### config.mk
export PLATFORM = sky130hd
export DESIGN_NAME = text_punctuation_normalizer_top
export DESIGN_NICKNAME = d
export VERILOG_FILES = /design/src/sv/tpn_pkg.sv /design/src/sv/tpn_input.sv /design/src/sv/tpn_core.sv /design/src/sv/tpn_output.sv /design/src/sv/text_punctuation_normalizer_top.sv
export SDC_FILE = /design/constraint.sdc
export NUM_CORES = 1
export LEC_CHECK = 0
export BUFFER_PORTS_ARGS = -buffer_cell sky130_fd_sc_hd__buf_2
export CAP_MARGIN = 20
export CORE_MARGIN = 3
export CORE_UTILIZATION = 45
export CTS_CLUSTER_SIZE = 12
export DETAILED_ROUTE_END_ITERATION = 12
export PLACE_DENSITY = 0.7
export SLEW_MARGIN = 20
export SYNTH_ARGS = -nofsm -noshare
export SYNTH_HDL_FRONTEND = slang
export SYNTH_HIERARCHICAL = 1
export SYNTH_SLANG_ARGS = --single-unit
### constraint.sdc
create_clock -name clock -period 8.26 [get_ports clock]
set_input_delay 1.239 -clock clock [delete_from_list [all_inputs] [get_ports clock]]
set_output_delay 1.239 -clock clock [all_outputs]
set_load 0.05 [all_outputs]
### src/sv/tpn_pkg.sv
// shared types, byte codes and the byte classifier for the punctuation normalizer
// no dependencies

package tpn_pkg;

   localparam logic [7:0] CH_COMMA   = 8'h2C;
   localparam logic [7:0] CH_BANG    = 8'h21;
   localparam logic [7:0] CH_QUEST   = 8'h3F;
   localparam logic [7:0] CH_COLON   = 8'h3A;
   localparam logic [7:0] CH_LPAREN  = 8'h28;
   localparam logic [7:0] CH_RPAREN  = 8'h29;
   localparam logic [7:0] CH_LT      = 8'h3C;
   localparam logic [7:0] CH_GT      = 8'h3E;
   localparam logic [7:0] CH_LBRACK  = 8'h5B;
   localparam logic [7:0] CH_RBRACK  = 8'h5D;
   localparam logic [7:0] CH_APOS    = 8'h27;
   localparam logic [7:0] CH_DQUOTE  = 8'h22;
   localparam logic [7:0] CH_SEMI    = 8'h3B;
   localparam logic [7:0] CH_DASH    = 8'h2D;
   localparam logic [7:0] CH_SLASH   = 8'h2F;
   localparam logic [7:0] CH_BSLASH  = 8'h5C;
   localparam logic [7:0] CH_NEWLINE = 8'h0A;
   localparam logic [7:0] CH_TAB     = 8'h09;
   localparam logic [7:0] CH_SPACE   = 8'h20;
   localparam logic [7:0] CH_PERIOD  = 8'h2E;
   localparam logic [7:0] CH_NUL     = 8'h00;

   typedef enum logic [1:0] {
      CLS_DROP,
      CLS_SPACE,
      CLS_DOT,
      CLS_PASS
   } char_class_type;

   // one result transfer on the output channel
   typedef struct packed {
      logic [7:0] out_char;
      logic       out_valid;
      logic       doc_end;
      logic       run_last;
   } rsp_item_type;

   // handshake between the core and the result register
   typedef struct packed {
      logic issue;
      logic can_load;
   } rsp_ctrl_type;

   function automatic char_class_type classify(input logic [7:0] ch);
      char_class_type cls;
      case (ch) inside
         CH_COMMA, CH_BANG, CH_QUEST, CH_COLON, CH_LPAREN, CH_RPAREN,
         CH_LT, CH_GT, CH_LBRACK, CH_RBRACK, CH_APOS, CH_DQUOTE: cls = CLS_DROP;
         CH_SEMI, CH_DASH, CH_SLASH, CH_BSLASH, CH_NEWLINE, CH_TAB,
         CH_SPACE:                                              cls = CLS_SPACE;
         CH_PERIOD:                                             cls = CLS_DOT;
         default:                                               cls = CLS_PASS;
      endcase
      return cls;
   endfunction

endpackage

### src/sv/tpn_input.sv
// input register stage of the punctuation normalizer
// self-contained, no package needed

module tpn_input (
   input  logic       clock,
   input  logic       reset,
   input  logic       req_tvalid,
   output logic       req_tready,
   input  logic [7:0] req_tdata,
   input  logic       req_tlast,
   input  logic       item_done,
   output logic       item_valid,
   output logic [7:0] item_ch,
   output logic       item_last
);

   logic       valid_ff, valid_in;
   logic [7:0] ch_ff;
   logic       last_ff;
   logic       take;

   assign req_tready = !valid_ff || item_done;
   assign take       = req_tvalid && req_tready;

   always_comb begin
      valid_in = valid_ff;
      if (take) begin
         valid_in = 1'b1;
      end else if (item_done) begin
         valid_in = 1'b0;
      end
   end

   always_ff @(posedge clock) begin
      if (reset) begin
         valid_ff <= 1'b0;
      end else begin
         valid_ff <= valid_in;
      end
   end

   always_ff @(posedge clock) begin
      if (take) begin
         ch_ff   <= req_tdata;
         last_ff <= req_tlast;
      end
   end

   assign item_valid = valid_ff;
   assign item_ch    = ch_ff;
   assign item_last  = last_ff;

endmodule

### src/sv/tpn_core.sv
// document flags, byte decode and result sequencing of the punctuation normalizer
// depends on tpn_pkg

module tpn_core (
   input  logic                  clock,
   input  logic                  reset,
   input  logic                  item_valid,
   input  logic [7:0]            item_ch,
   input  logic                  item_last,
   output logic                  item_done,
   output tpn_pkg::rsp_ctrl_type ctrl_out,
   input  logic                  can_load,
   output tpn_pkg::rsp_item_type rsp_item
);
   import tpn_pkg::*;

   logic dot_pending_ff, dot_pending_in;
   logic nonempty_ff, nonempty_in;
   logic last_space_ff, last_space_in;
   logic phase_ff, phase_in;

   char_class_type cls;
   logic       dot_emit;
   logic       ne_after_dot;
   logic       lws_after_dot;
   logic       cur_emit;
   logic [7:0] cur_char;
   logic       empty_end;
   logic [1:0] nres;
   logic       issue;
   logic       final_one;
   logic       sel_second;

   always_comb begin
      cls           = classify(item_ch);
      dot_emit      = dot_pending_ff && (item_ch != CH_SPACE) && (item_ch != CH_NEWLINE);
      ne_after_dot  = nonempty_ff || dot_emit;
      lws_after_dot = dot_emit ? 1'b0 : last_space_ff;
      cur_emit      = 1'b0;
      cur_char      = item_ch;
      case (cls)
         CLS_SPACE: begin
            cur_emit = ne_after_dot && !lws_after_dot;
            cur_char = CH_SPACE;
         end
         CLS_PASS:  cur_emit = 1'b1;
         default:   cur_emit = 1'b0;
      endcase
      empty_end = item_last && !dot_emit && !cur_emit;
      nres      = {1'b0, dot_emit} + {1'b0, cur_emit} + {1'b0, empty_end};
   end

   // one result goes out per cycle while the result register can load; phase marks the second of a pair
   always_comb begin
      issue      = item_valid && (nres != 2'd0) && can_load;
      final_one  = (phase_ff == 1'b1) || (nres == 2'd1);
      item_done  = item_valid && ((nres == 2'd0) || (issue && final_one));
      sel_second = phase_ff;

      rsp_item.doc_end  = item_last && final_one;
      rsp_item.run_last = final_one;
      if (empty_end) begin
         rsp_item.out_char  = CH_NUL;
         rsp_item.out_valid = 1'b0;
      end else if (dot_emit && !sel_second) begin
         rsp_item.out_char  = CH_PERIOD;
         rsp_item.out_valid = 1'b1;
      end else begin
         rsp_item.out_char  = cur_char;
         rsp_item.out_valid = 1'b1;
      end

      ctrl_out.issue    = issue;
      ctrl_out.can_load = can_load;
   end

   always_comb begin
      phase_in       = phase_ff;
      dot_pending_in = dot_pending_ff;
      nonempty_in    = nonempty_ff;
      last_space_in  = last_space_ff;
      if (item_done) begin
         phase_in = 1'b0;
         if (item_last) begin
            dot_pending_in = 1'b0;
            nonempty_in    = 1'b0;
            last_space_in  = 1'b0;
         end else begin
            dot_pending_in = (cls == CLS_DOT);
            nonempty_in    = ne_after_dot || cur_emit;
            last_space_in  = cur_emit ? (cls == CLS_SPACE) : lws_after_dot;
         end
      end else if (issue) begin
         phase_in = 1'b1;
      end
   end

   always_ff @(posedge clock) begin
      if (reset) begin
         phase_ff       <= 1'b0;
         dot_pending_ff <= 1'b0;
         nonempty_ff    <= 1'b0;
         last_space_ff  <= 1'b0;
      end else begin
         phase_ff       <= phase_in;
         dot_pending_ff <= dot_pending_in;
         nonempty_ff    <= nonempty_in;
         last_space_ff  <= last_space_in;
      end
   end

endmodule

### src/sv/tpn_output.sv
// result register of the punctuation normalizer, drives the rsp channel
// depends on tpn_pkg

module tpn_output (
   input  logic                  clock,
   input  logic                  reset,
   input  tpn_pkg::rsp_ctrl_type ctrl_in,
   input  tpn_pkg::rsp_item_type rsp_item,
   output logic                  can_load,
   output logic                  rsp_tvalid,
   input  logic                  rsp_tready,
   output logic [7:0]            rsp_tdata,
   output logic [1:0]            rsp_tuser,
   output logic                  rsp_tlast
);
   import tpn_pkg::*;

   logic         valid_ff, valid_in;
   rsp_item_type item_ff;

   assign can_load = !valid_ff || rsp_tready;

   always_comb begin
      valid_in = valid_ff;
      if (ctrl_in.issue && ctrl_in.can_load) begin
         valid_in = 1'b1;
      end else if (rsp_tready) begin
         valid_in = 1'b0;
      end
   end

   always_ff @(posedge clock) begin
      if (reset) begin
         valid_ff <= 1'b0;
      end else begin
         valid_ff <= valid_in;
      end
   end

   always_ff @(posedge clock) begin
      if (ctrl_in.issue && ctrl_in.can_load) begin
         item_ff <= rsp_item;
      end
   end

   assign rsp_tvalid = valid_ff;
   assign rsp_tdata  = item_ff.out_char;
   assign rsp_tuser  = {item_ff.run_last, item_ff.out_valid};
   assign rsp_tlast  = item_ff.doc_end;

endmodule

### src/sv/text_punctuation_normalizer_top.sv
// path: input register, core decode, then the result register that drives rsp
// throughput: one byte per cycle when it gives at most one result and rsp does not stall;
//   a held period released ahead of a byte that emits as well makes a pair of results,
//   as the single result register passes one result transfer per cycle
// reset: synchronous, clears the stage valid bits, the pair phase and the document flags
// depends on tpn_pkg, tpn_input, tpn_core, tpn_output

module text_punctuation_normalizer_top (
   input  logic       clock,
   input  logic       reset,
   input  logic       req_tvalid,
   output logic       req_tready,
   input  logic [7:0] req_tdata,   // [7:0] ch
   input  logic       req_tlast,   // doc_last
   output logic       rsp_tvalid,
   input  logic       rsp_tready,
   output logic [7:0] rsp_tdata,   // [7:0] out_char
   output logic [1:0] rsp_tuser,   // [0] out_valid, [1] run_last
   output logic       rsp_tlast    // doc_end
);
   import tpn_pkg::*;

   logic         item_valid;
   logic [7:0]   item_ch;
   logic         item_last;
   logic         item_done;
   logic         can_load;
   rsp_ctrl_type ctrl;
   rsp_item_type rsp_item;

   tpn_input u_input (
      .clock      (clock),
      .reset      (reset),
      .req_tvalid (req_tvalid),
      .req_tready (req_tready),
      .req_tdata  (req_tdata),
      .req_tlast  (req_tlast),
      .item_done  (item_done),
      .item_valid (item_valid),
      .item_ch    (item_ch),
      .item_last  (item_last)
   );

   tpn_core u_core (
      .clock      (clock),
      .reset      (reset),
      .item_valid (item_valid),
      .item_ch    (item_ch),
      .item_last  (item_last),
      .item_done  (item_done),
      .ctrl_out   (ctrl),
      .can_load   (can_load),
      .rsp_item   (rsp_item)
   );

   tpn_output u_output (
      .clock      (clock),
      .reset      (reset),
      .ctrl_in    (ctrl),
      .rsp_item   (rsp_item),
      .can_load   (can_load),
      .rsp_tvalid (rsp_tvalid),
      .rsp_tready (rsp_tready),
      .rsp_tdata  (rsp_tdata),
      .rsp_tuser  (rsp_tuser),
      .rsp_tlast  (rsp_tlast)
   );

endmodule
==> results.md, run 1 <==
- Status: completed
- Final cell count without fillers: about 190
- PD cells: 174 nW/µm²
- Total Wirelength: 2460 µm
- # diodes: 0
- CTS tree: yes
- Number of synthesized register bits: 26
- Total track usage: 13.0%
- Post-Syn Nets: 139
- Setup crit end kind: output port
- Final setup viols: 0
- CTS Buf Count: 3
- Fin crit share: 60.0%
- Clock Pin Slew Worst Setup and Hold Paths: 0.14 ns
- Die Ht: roughly 64 µm
- Routed length per instance: 13.0 µm
- DR vias: between 900 and 1000
- Worst hold-check path type: flip-flop to flip-flop
- Rows: 20
- H-tree levels: 1
- WP data arrival: 3.72 ns
- Pin count of the biggest net entering global routing: 15
- Crit path cell chain: or3b_2, o2bb2ai_1, o311ai_4, nor2_1, o211ai_1, fa_1, o21ai_0, a21boi_1, nand2b_4, buf_2
- CTS max path bufs: 2
- Max cap viols: 0
- Vias in the first global route: between 800 and 900
- Register area share after synthesis: 47.8%
- Boundary Pins: 26
- Antenna violations before repair: 0
- Worst Skew: 0.0114 ns
- Total grt overflow: 0
- Post-synth EDFFs: 20
- Kind of critical path: flip-flop to output port
- Setup Fix Bufs, Post-CTS: 0
- F_max: between 200 and 250 MHz
- Synth top area share: about 40%
- Initial DRC Count: 25
- CP Buf/Inv Count: 1
- DP Wirelength: 1880 µm
- Netlist cell types: 59
- Area grow syn2layout: 9.05%
- DRT Pass-1 Iters: 4
- Via density: 5.08
- FFs w/ async S/R, synth: 0%
- Mapped Cells: 125
- Die ar.: 4080 µm²
- Global placer's final weighted congestion: 0.786
- Area contributors post-synth: edfxtp_1 (40%), dfxtp_1 (8.0%), nor2_1 (3.2%)
- Ys Warns: 6
- Synth Area per Inst: 12.1 µm²
- Worst setup SP type: flip-flop
- Worst-path fanout max: 14
- Starting Density: 48.2%
- Fin Setup TNS: 0 ns
- Global-route wire length before repair: 4200 µm
- Slew headroom: 68.2%
- Pwr Total: 285 µW
- CTS Sinks: 26
- Final Slew Violations: 0
- Largest delay share family, worst path: compound AO/OA/AOI/OAI gates
- Routed Antenna Nets: 0
- Most common cell after layout, fill and taps aside: buf_2
- # port buffers: 25
- Hold_buf cts: 0
- Worst-Margin Slew: 0.472 ns
- Slowest CP cell: edfxtp_1
- Worst-Skew Late Latency: 0.32 ns
- Synth area leader: edfxtp_1
- Root Driver: clkbuf_4
- Max stage delay on crit path: 0.67 ns
- Maximum vdd drop: 81.8 µV
- Post-CTS sizing: 0
- Residual DRC: 0
- Synthesized area: between 1500 and 2000 µm²
- Util after Layout: 52.5%
- Fin crit period: slightly below 5 ns
- Ys flop type: edfxtp_1
- Most frequent cells in the layout: buf_2 (25), edfxtp_1 (20), nor2_1 (13)
- Placed Cells: 185
- Final hold viol count: 0
- Ratio of cells with drive above 1 in the final layout: 35.9%
- Die width: 63.9 µm
- Nets@finish: 160
- RSZ-0062 raised after global routing: no
- Core Region: approximately 3100 µm²
- P_leak: 0.000600 µW
- Worst path required time: about 7 ns
kinds of logic after synthesis:
logic type	Yosys count	synth area share, %
AO/OA/AOI/OAI	24	15.9
XOR/XNOR	2	1.16
adder cells (fa/ha/maj)	2	1.99
buffers and inverters	17	7.31
flip-flops	26	47.8
AND/OR/NAND/NOR	54	25.8
layout make-up:
type	instances	area (µm²)
Clock buffer	4	36.3
Tap cell	44	55.1
Multi-Input combinational cell	82	676
Sequential cell	26	721
Fill cell	289	1490
Inverter	8	30.0
Timing Repair Buffer	25	125
power breakdown:
part | internal [µW] | switching, µW
clock | 27.0 | 36.4
sequential | 153 | 10.2
combinational | 20.3 | 38.5
flip-flops by register name (all words and copies together) (netlist names):
register,count
u_core/phase_ff,1
u_core/nonempty_ff,1
u_input/item_last,1
u_input/item_valid,1
u_input/item_ch,8
u_output/rsp_tlast,1
u_core/last_space_ff,1
u_core/dot_pending_ff,1
u_output/rsp_tuser,2
u_output/rsp_tdata,8
u_output/rsp_tvalid,1
per-stage QoR:
step                      cell area (µm²)  hold WS (ns)  worst slack [ns]
after floorplan                      1510         0.491              4.23
after global placement               1610         0.503              3.81
after detailed placement             1610         0.515              3.66
final                                1640         0.529              3.30
after CTS                            1640         0.534              3.27
after global routing                 1640         0.562              3.01
worst paths after layout:
check                     startpoint                  to  slack [ns]  cells past startpoint
setup / recovery  u_input/item_ch[2]          req_tready        3.30                     10
setup reg to reg  u_input/item_ch[2]  u_input/item_ch[0]        4.63                     10
hold reg to reg   u_input/item_valid  u_input/item_valid        0.53                      2
hold / removal    u_input/item_valid  u_input/item_valid        0.53                      2
worst reg2reg max path, delay by kind of cell, from the launching register on:
kind	cells	cell delay, ns
DFF	1	0.67
adders and majority gates	1	0.60
AOI/OAI and AO/OA	5	1.02
and+or+nand+nor	4	1.06
Yosys cell counts, types with 2 or more instances:
master and n:
a21oi_1 2, a21oi_2 2, and2_1 2, buf_2 3, buf_4 3, buf_6 2, dfxtp_1 6, edfxtp_1 20
inv_1 6, inv_2 2, nand2_1 4, nand2b_4 2, nand4b_1 2, nor2_1 13, nor2b_1 3, nor3_1 6
nor3b_1 2, nor4_1 2, nor4_2 2, o21ai_0 2
routing by layer:
metal  part of all wire, %  global-route usage [%]
met1                    48                    18.8
met3                   5.2                    2.46
met4                   1.5                    4.85
met5                     0                       0
met2                    46                    19.4
Power figures use the tool's default switching activity.
==> run 2, diff against run 1 <==
- ABC_AREA: not set -> 1
- PLACE_DENSITY: 0.7 -> 0.71
- clock period: 8.26 -> 4.9 ns (I/O delays scaled with it)
==> results.md, run 2 <==
- P_leak: 0.000719 µW (+20%)
- CTS max path bufs: 2 (unchanged)
- Root Driver: clkbuf_4
- Number of synthesized register bits: 26 (unchanged)
- Synthesized area: 1400 µm² (-6.9%)
- Via density: 4.89 (-3.9%)
- Global-route wire length before repair: 3740 µm (-11%)
- Worst Skew: 0.00649 ns (-0.00493 ns)
- Fin crit period: 3.96 ns
- Final setup viols: 0 (unchanged)
- CP startpoint: u_input/item_ch[0]
- Post-synth EDFFs: 20 (unchanged)
- Worst hold-check path type: flip-flop to flip-flop
- Most frequent cells in the layout: nand2_1 (42), buf_2 (25), edfxtp_1 (20), inv_1 (17), nor2_1 (17)
- Ratio of cells with drive above 1 in the final layout: 31.4% (-4.5 points)
- Most common cell after layout, fill and taps aside: nand2_1
- Die Ht: 61.8 µm (-3.2%)
- CTS Buf Count: 3 (unchanged)
- RSZ-0062 raised after global routing: no
- Final hold viol count: 0 (unchanged)
- Global placer's final weighted congestion: 0.832 (+5.9%)
- Core Region: 2850 µm² (-8.8%)
- Synth top area share: 42.8% (+3.0 points)
- DP Wirelength: 1880 µm (-0.35%)
- Ys Warns: 6 (unchanged)
- Worst flop-to-flop path startpoint: u_input/item_ch[0]
- Worst hold path startpoint: u_core/nonempty_ff
- Worst-Skew Late Latency: 0.33 ns (about the same)
- Antenna violations before repair: 0 (unchanged)
- Commonest cells in the netlist: nand2_1 (42), edfxtp_1 (20), inv_1 (17), nor2_1 (17), nand2_2 (12)
- Synth area leader: edfxtp_1
- Crit path cell chain: inv_2, nand2_2, nor2_2, nand2_2, nand3_4, nand2_2, nand2_2, nand2_2, nand2_4, nand3_4, fa_1, inv_1, a21oi_1, inv_1, nand2_1, nand2_1, nand2_1, inv_1, inv_2, nand2_2, buf_2
- M1 GR Usage: 15.8% (-2.9 points)
- DRT Pass-1 Iters: 4 (unchanged)
- Worst Reg2Reg Path Length in Cells: 20 (+10)
- R2R Setup Slk: 1.42 ns (-3.21 ns)
- Fill cell total of the finished layout: 249 (-14%)
- Worst path required time: 4.16 ns (-2.86 ns)
- Routed Antenna Nets: 0 (unchanged)
- Post-Syn Nets: 176 (+27%)
- PD cells: 316 nW/µm² (+82%)
- CTS tree: yes
- Cell with the most instances on the worst path: nand2_2
- Die width: 61.8 µm (-3.2%)
- Fin crit share: 80.8%
- Clock Pin Slew Worst Setup and Hold Paths: 0.15 ns (about the same)
- DR vias: 1070 (+11%)
- Worst-Margin Slew: 0.802 ns (+0.330 ns)
- # diodes: 0 (unchanged)
- Final Slew Violations: 0 (unchanged)
- Initial DRC Count: 30 (+20%)
- WP data arrival: 3.22 ns (-0.50 ns)
- Total grt overflow: 0 (unchanged)
- Rows: 19 (-5.0%)
- Pin count of the biggest net entering global routing: 16 (+1)
- Starting Density: 49.2% (+1.0 points)
- Routed length per instance: 10.6 µm (-19%)
- Worst-path fanout max: 9 (-5)
- Critical R2R Capture: u_input/item_ch[4]
- Hold_buf cts: 0 (unchanged)
- Fin Setup TNS: 0 ns (unchanged)
- GR peak layer: met2
- Slew headroom: 46.5% (-22 points)
- # port buffers: 25 (unchanged)
- Area contributors post-synth: edfxtp_1 (43%), nand2_1 (11%), dfxtp_1 (8.6%)
- Setup Fix Bufs, Post-CTS: 0 (unchanged)
- Vias in the first global route: 944 (+6.4%)
- Nets@finish: 203 (+27%)
- Die ar.: 3820 µm² (-6.3%)
- Netlist cell types: 23 (-61%)
- Max cap viols: 0 (unchanged)
- Boundary Pins: 26 (unchanged)
- Fin Hold WS: 0.467 ns (-0.0620 ns)
- Total track usage: 13.4% (+0.39 points)
- Area grow syn2layout: 13.8%
- Met3 Usage GRT: 1.86% (-0.60 points)
- Global Route met2 Usage: 23.5% (+4.1 points)
- Register area share after synthesis: 51.4% (+3.5 points)
- Ys flop type: edfxtp_1
- Setup crit end kind: output port
- H-tree levels: 1 (unchanged)
- Maximum vdd drop: 185 µV (+130%)
- Residual DRC: 0 (unchanged)
- Most common cell in the netlist: nand2_1
- Worst setup SP type: flip-flop
- Synth Area per Inst: 8.66 µm² (-28%)
- Slowest CP cell: fa_1
- Mapped Cells: 162 (+30%)
- Hold path endpoint: u_core/nonempty_ff
- Post-CTS sizing: 0 (unchanged)
- Kind of critical path: flip-flop to output port
- F_max: 253 MHz
- Max stage delay on crit path: 0.57 ns (-0.10 ns)
- CTS Sinks: 26 (unchanged)
- FFs w/ async S/R, synth: 0% (unchanged)
- Status: completed
- Total Wirelength: 2320 µm (-5.8%)
- WHS Path Cells: 2 (unchanged)
[run 2: cell types whose count changed in the layout (fill, tap and decap cells not counted), sizes merged, moves of 3 or more]
| cell | change |
|---|---|
| nor2b | -4 |
| inv | +15 |
| nor3 | -4 |
| nand3 | +8 |
| nor4 | -4 |
| nor4b | -3 |
| nor2 | +9 |
| and2 | +4 |
| nand2 | +50 |
[run 2: through the flow]
stage / utilization [%] / instances / setup WS, ns / instance area (µm²) / total power [µW]
final: 56.0 / 219 / 0.941 / 1600 / 505
after global routing: 56.0 / 219 / 0.612 / 1600 / 529
after CTS: 56.0 / 219 / 0.912 / 1600 / 511
after detailed placement: 54.1 / 215 / 1.30 / 1540 / 362
after global placement: 54.1 / 215 / 1.42 / 1540 / 359
after floorplan: - / 162 / 1.65 / 1400 / 343
[run 2: per-layer routing]
layer | vias up | share of wire [%]
li1 | 564 | -
met1 | 465 | 45
met2 | 37 | 48
met3 | 4 | 5.4
met4 | 0 | 1.6
met5 | - | 0
[run 2: critical path: cells and delay by family (launching register included)]
family,cells,cell delay [ns]
flip-flops,1,0.49
buffers and inverters,6,0.61
adder cells (fa/ha/maj),1,0.57
AND/OR/NAND/NOR,13,1.07
AO/OA/AOI/OAI,1,0.15
[run 2: cells by family after synthesis]
| family | count (synthesis) | share of synthesized area (%) |
|---|---|---|
| and+or+nand+nor | 97 | 34.3 |
| buffers and inverters | 27 | 8.12 |
| DFF | 26 | 51.4 |
| AOI/OAI and AO/OA | 11 | 4.82 |
| adders and majority gates | 1 | 1.43 |
[run 2: report_power, final]
part           switching, µW  leakage, µW  internal (µW)  total [µW]
clock                   65.9    0.0000279           82.7         149
combinational           66.4     0.000457           25.3        91.6
sequential              8.57     0.000235            256         265
[run 2: how the worst max path moves through the flow]
stage | to | slack (ns) | cells after the start
2_1_floorplan | req_tready | 1.65 | 20
3_3_place_gp | req_tready | 1.42 | 21
3_5_place_dp | req_tready | 1.30 | 21
4_1_cts | req_tready | 0.91 | 21
5_1_grt | req_tready | 0.61 | 21
6_report | req_tready | 0.94 | 21
[run 2: final cells by class]
cell class              count  area, µm²  area share [%]
well taps                  31       38.8            2.43
inverters                  24       91.3            5.72
clock buffers               3       22.5            1.41
flip-flops and latches     26        721            45.1
clock inverters             1       30.0            1.88
multi-input cells         109        568            35.6
repair buffers             25        125            7.84
==> run 3, diff against run 2 <==
- PLACE_DENSITY: 0.71 -> 0.73
- clock period: 4.9 -> 3.5 ns (I/O delays scaled with it)
==> results.md, run 3 (same netlist as run 2, synthesis figures left out) <==
- Initial DRC Count: 43 (+43%)
- Slew headroom: 75.3% (+29 points)
- Die ar.: 3820 µm² (unchanged)
- Worst setup SP type: flip-flop
- Routed Antenna Nets: 0 (unchanged)
- Rows: 19 (unchanged)
- Antenna violations before repair: 0 (unchanged)
- Global-route wire length before repair: 4130 µm (+10%)
- P_leak: 0.000883 µW (+23%)
- Most common cell after layout, fill and taps aside: nand2_1
- Fin crit period: 3.61 ns
- Dpl ws: 0.132 ns (-1.17 ns)
- Violated checks: negative setup slack
- Ratio of cells with drive above 1 in the final layout: 49.1% (+18 points)
- Fin crit share: 103%
- Die width: 61.8 µm (unchanged)
- Worst Skew: 0.00504 ns (-0.00145 ns)
- Maximum vdd drop: 203 µV (+9.9%)
- DR vias: 1255 (+17%)
- Most frequent cells in the layout: nand2_1 (36), buf_4 (28), buf_2 (24), edfxtp_1 (20), inv_1 (13)
- Crit path cell chain: inv_1, nand2_1, nor2_2, nand2_1, nor2_1, nor2_1, nand2_2, nand2_2, nand2_4, nand3_4, fa_1, inv_2, a21oi_2, inv_1, nand2_1, nand2_2, nand2_2, inv_2, inv_2, nand2_4, buf_8
- DP Wirelength: 1920 µm (+2.5%)
- Boundary Pins: 26 (unchanged)
- Nets@finish: 231 (+14%)
- Clock Pin Slew Worst Setup and Hold Paths: 0.15 ns (about the same)
- PD cells: 382 nW/µm² (+21%)
- Vias in the first global route: 1032 (+9.3%)
- Worst-Skew Late Latency: 0.32 ns (about the same)
- Residual DRC: 0 (unchanged)
- Starting Density: 49.2% (unchanged)
- WHS Path Cells: 1 (-1)
- Status: complete, but fails checks
- Total grt overflow: 0 (unchanged)
- Final setup viols: 1 (+1)
- Slowest CP cell: fa_1
- Cell depth of the worst setup path: 21 (unchanged)
- Routed length per instance: 12.9 µm (+22%)
- Die Ht: 61.8 µm (unchanged)
- Worst hold-check path type: input pin to flip-flop
- Worst-path fanout max: 3 (-6)
- Area grow syn2layout: 36.0%
- Total Wirelength: 3200 µm (+38%)
- CTS Buf Count: 3 (unchanged)
- H-tree levels: 1 (unchanged)
- Final Slew Violations: 0 (unchanged)
- WP data arrival: 3.08 ns (-0.14 ns)
- # port buffers: 25 (unchanged)
- Worst Reg2Reg Path Length in Cells: 21 (+5.0%)
- Global placer's final weighted congestion: 0.845 (+1.5%)
- F_max: 277 MHz
- Kind of critical path: flip-flop to output port
- Root Driver: clkbuf_4
- Fin Hold WS: 0.366 ns (-0.101 ns)
- Worst path required time: 2.97 ns (-1.19 ns)
- CTS max path bufs: 2 (unchanged)
- Setup crit end kind: output port
- Largest delay share family, worst path: simple AND/OR/NAND/NOR gates
- # diodes: 0 (unchanged)
- Worst-Margin Slew: 0.370 ns (-0.432 ns)
- Total track usage: 15.0% (+1.5 points)
- CTS Sinks: 26 (unchanged)
- CTS tree: yes
- Final WS setup: -0.108 ns (-1.05 ns)
- RSZ-0062 raised after global routing: yes
- DRT Pass-1 Iters: 5 (+1)
- Core Region: 2850 µm² (unchanged)
- Final hold viol count: 0 (unchanged)
- Via density: 5.08 (+4.0%)
- Max cap viols: 0 (unchanged)
- Max stage delay on crit path: 0.55 ns (-0.02 ns)
- Cell with the most instances on the worst path: nand2_2
- Hold_buf cts: 0 (unchanged)
- Pin count of the biggest net entering global routing: 16 (unchanged)
- CP Buf/Inv Count: 6 (unchanged)
run 3: cell types whose count changed in the layout (fill, tap and decap cells not counted), sizes merged:
cell,before,now
buf,25,53
bufinv,1,0
clkbuf,3,4
run 3: final timing paths:
check | start | to | slack [ns]
setup / recovery | u_input/item_ch[5] | req_tready | -0.11
hold / removal | req_tdata[6] | u_input/item_ch[6] | 0.37
setup reg to reg | u_input/item_ch[5] | u_input/item_ch[3] | 0.29
hold reg to reg | u_core/nonempty_ff | u_core/nonempty_ff | 0.47
run 3: per-layer routing:
| metal | up-vias | GRT usage (%) | routed length (µm) |
|---|---|---|---|
| li1 | 612 | - | - |
| met1 | 571 | 16.2 | 1240 |
| met2 | 56 | 28.0 | 1660 |
| met3 | 16 | 2.48 | 174 |
| met4 | 0 | 7.27 | 121 |
| met5 | - | 0 | 0 |
run 3: where the power goes:
group | total (µW) | switching, µW | internal [µW]
Clock | 178 | 90.9 | 87.2
Sequential | 370 | 11.2 | 358
Combinational | 182 | 115 | 66.5
run 3: area by class of cell:
cell class	instances	area, µm²
clock buffer	4	47.5
fill	217	946
timing repair buffer	53	345
sequential	26	721
inverter	24	91.3
tap	31	38.8
multi-input combinational	109	663
run 3: worst reg2reg max path, cell delays in order, from the launching register on:
cell      delay (ns)
edfxtp_1        0.41
inv_1           0.13
nand2_1         0.10
nor2_2          0.13
nand2_1         0.06
nor2_1          0.18
nor2_1          0.09
nand2_2         0.09
nand2_2         0.07
nand2_4         0.09
nand3_4         0.08
fa_1            0.55
buf_4           0.12
buf_4           0.09
nand2_1         0.07
nand2_2         0.08
nand2_2         0.06
inv_2           0.06
inv_2           0.05
buf_4           0.12
a21oi_1         0.11
buf_4           0.19
run 3: repair_timing:
action,in CTS,in global routing
setup endpoints to repair,1,1
pin swaps,4,14
setup buffers,13,14
resized for setup,9,23
run 3: metrics by stage:
step	power (µW)	util, %	cell area (µm²)	cells	setup TNS (ns)
finish	729	66.8	1910	247	-0.108
global route	761	66.8	1910	247	-0.305
CTS	700	60.4	1720	233	0
detailed placement	508	54.4	1550	216	0
global placement	504	54.4	1550	216	0
floorplan	480	-	1400	162	0
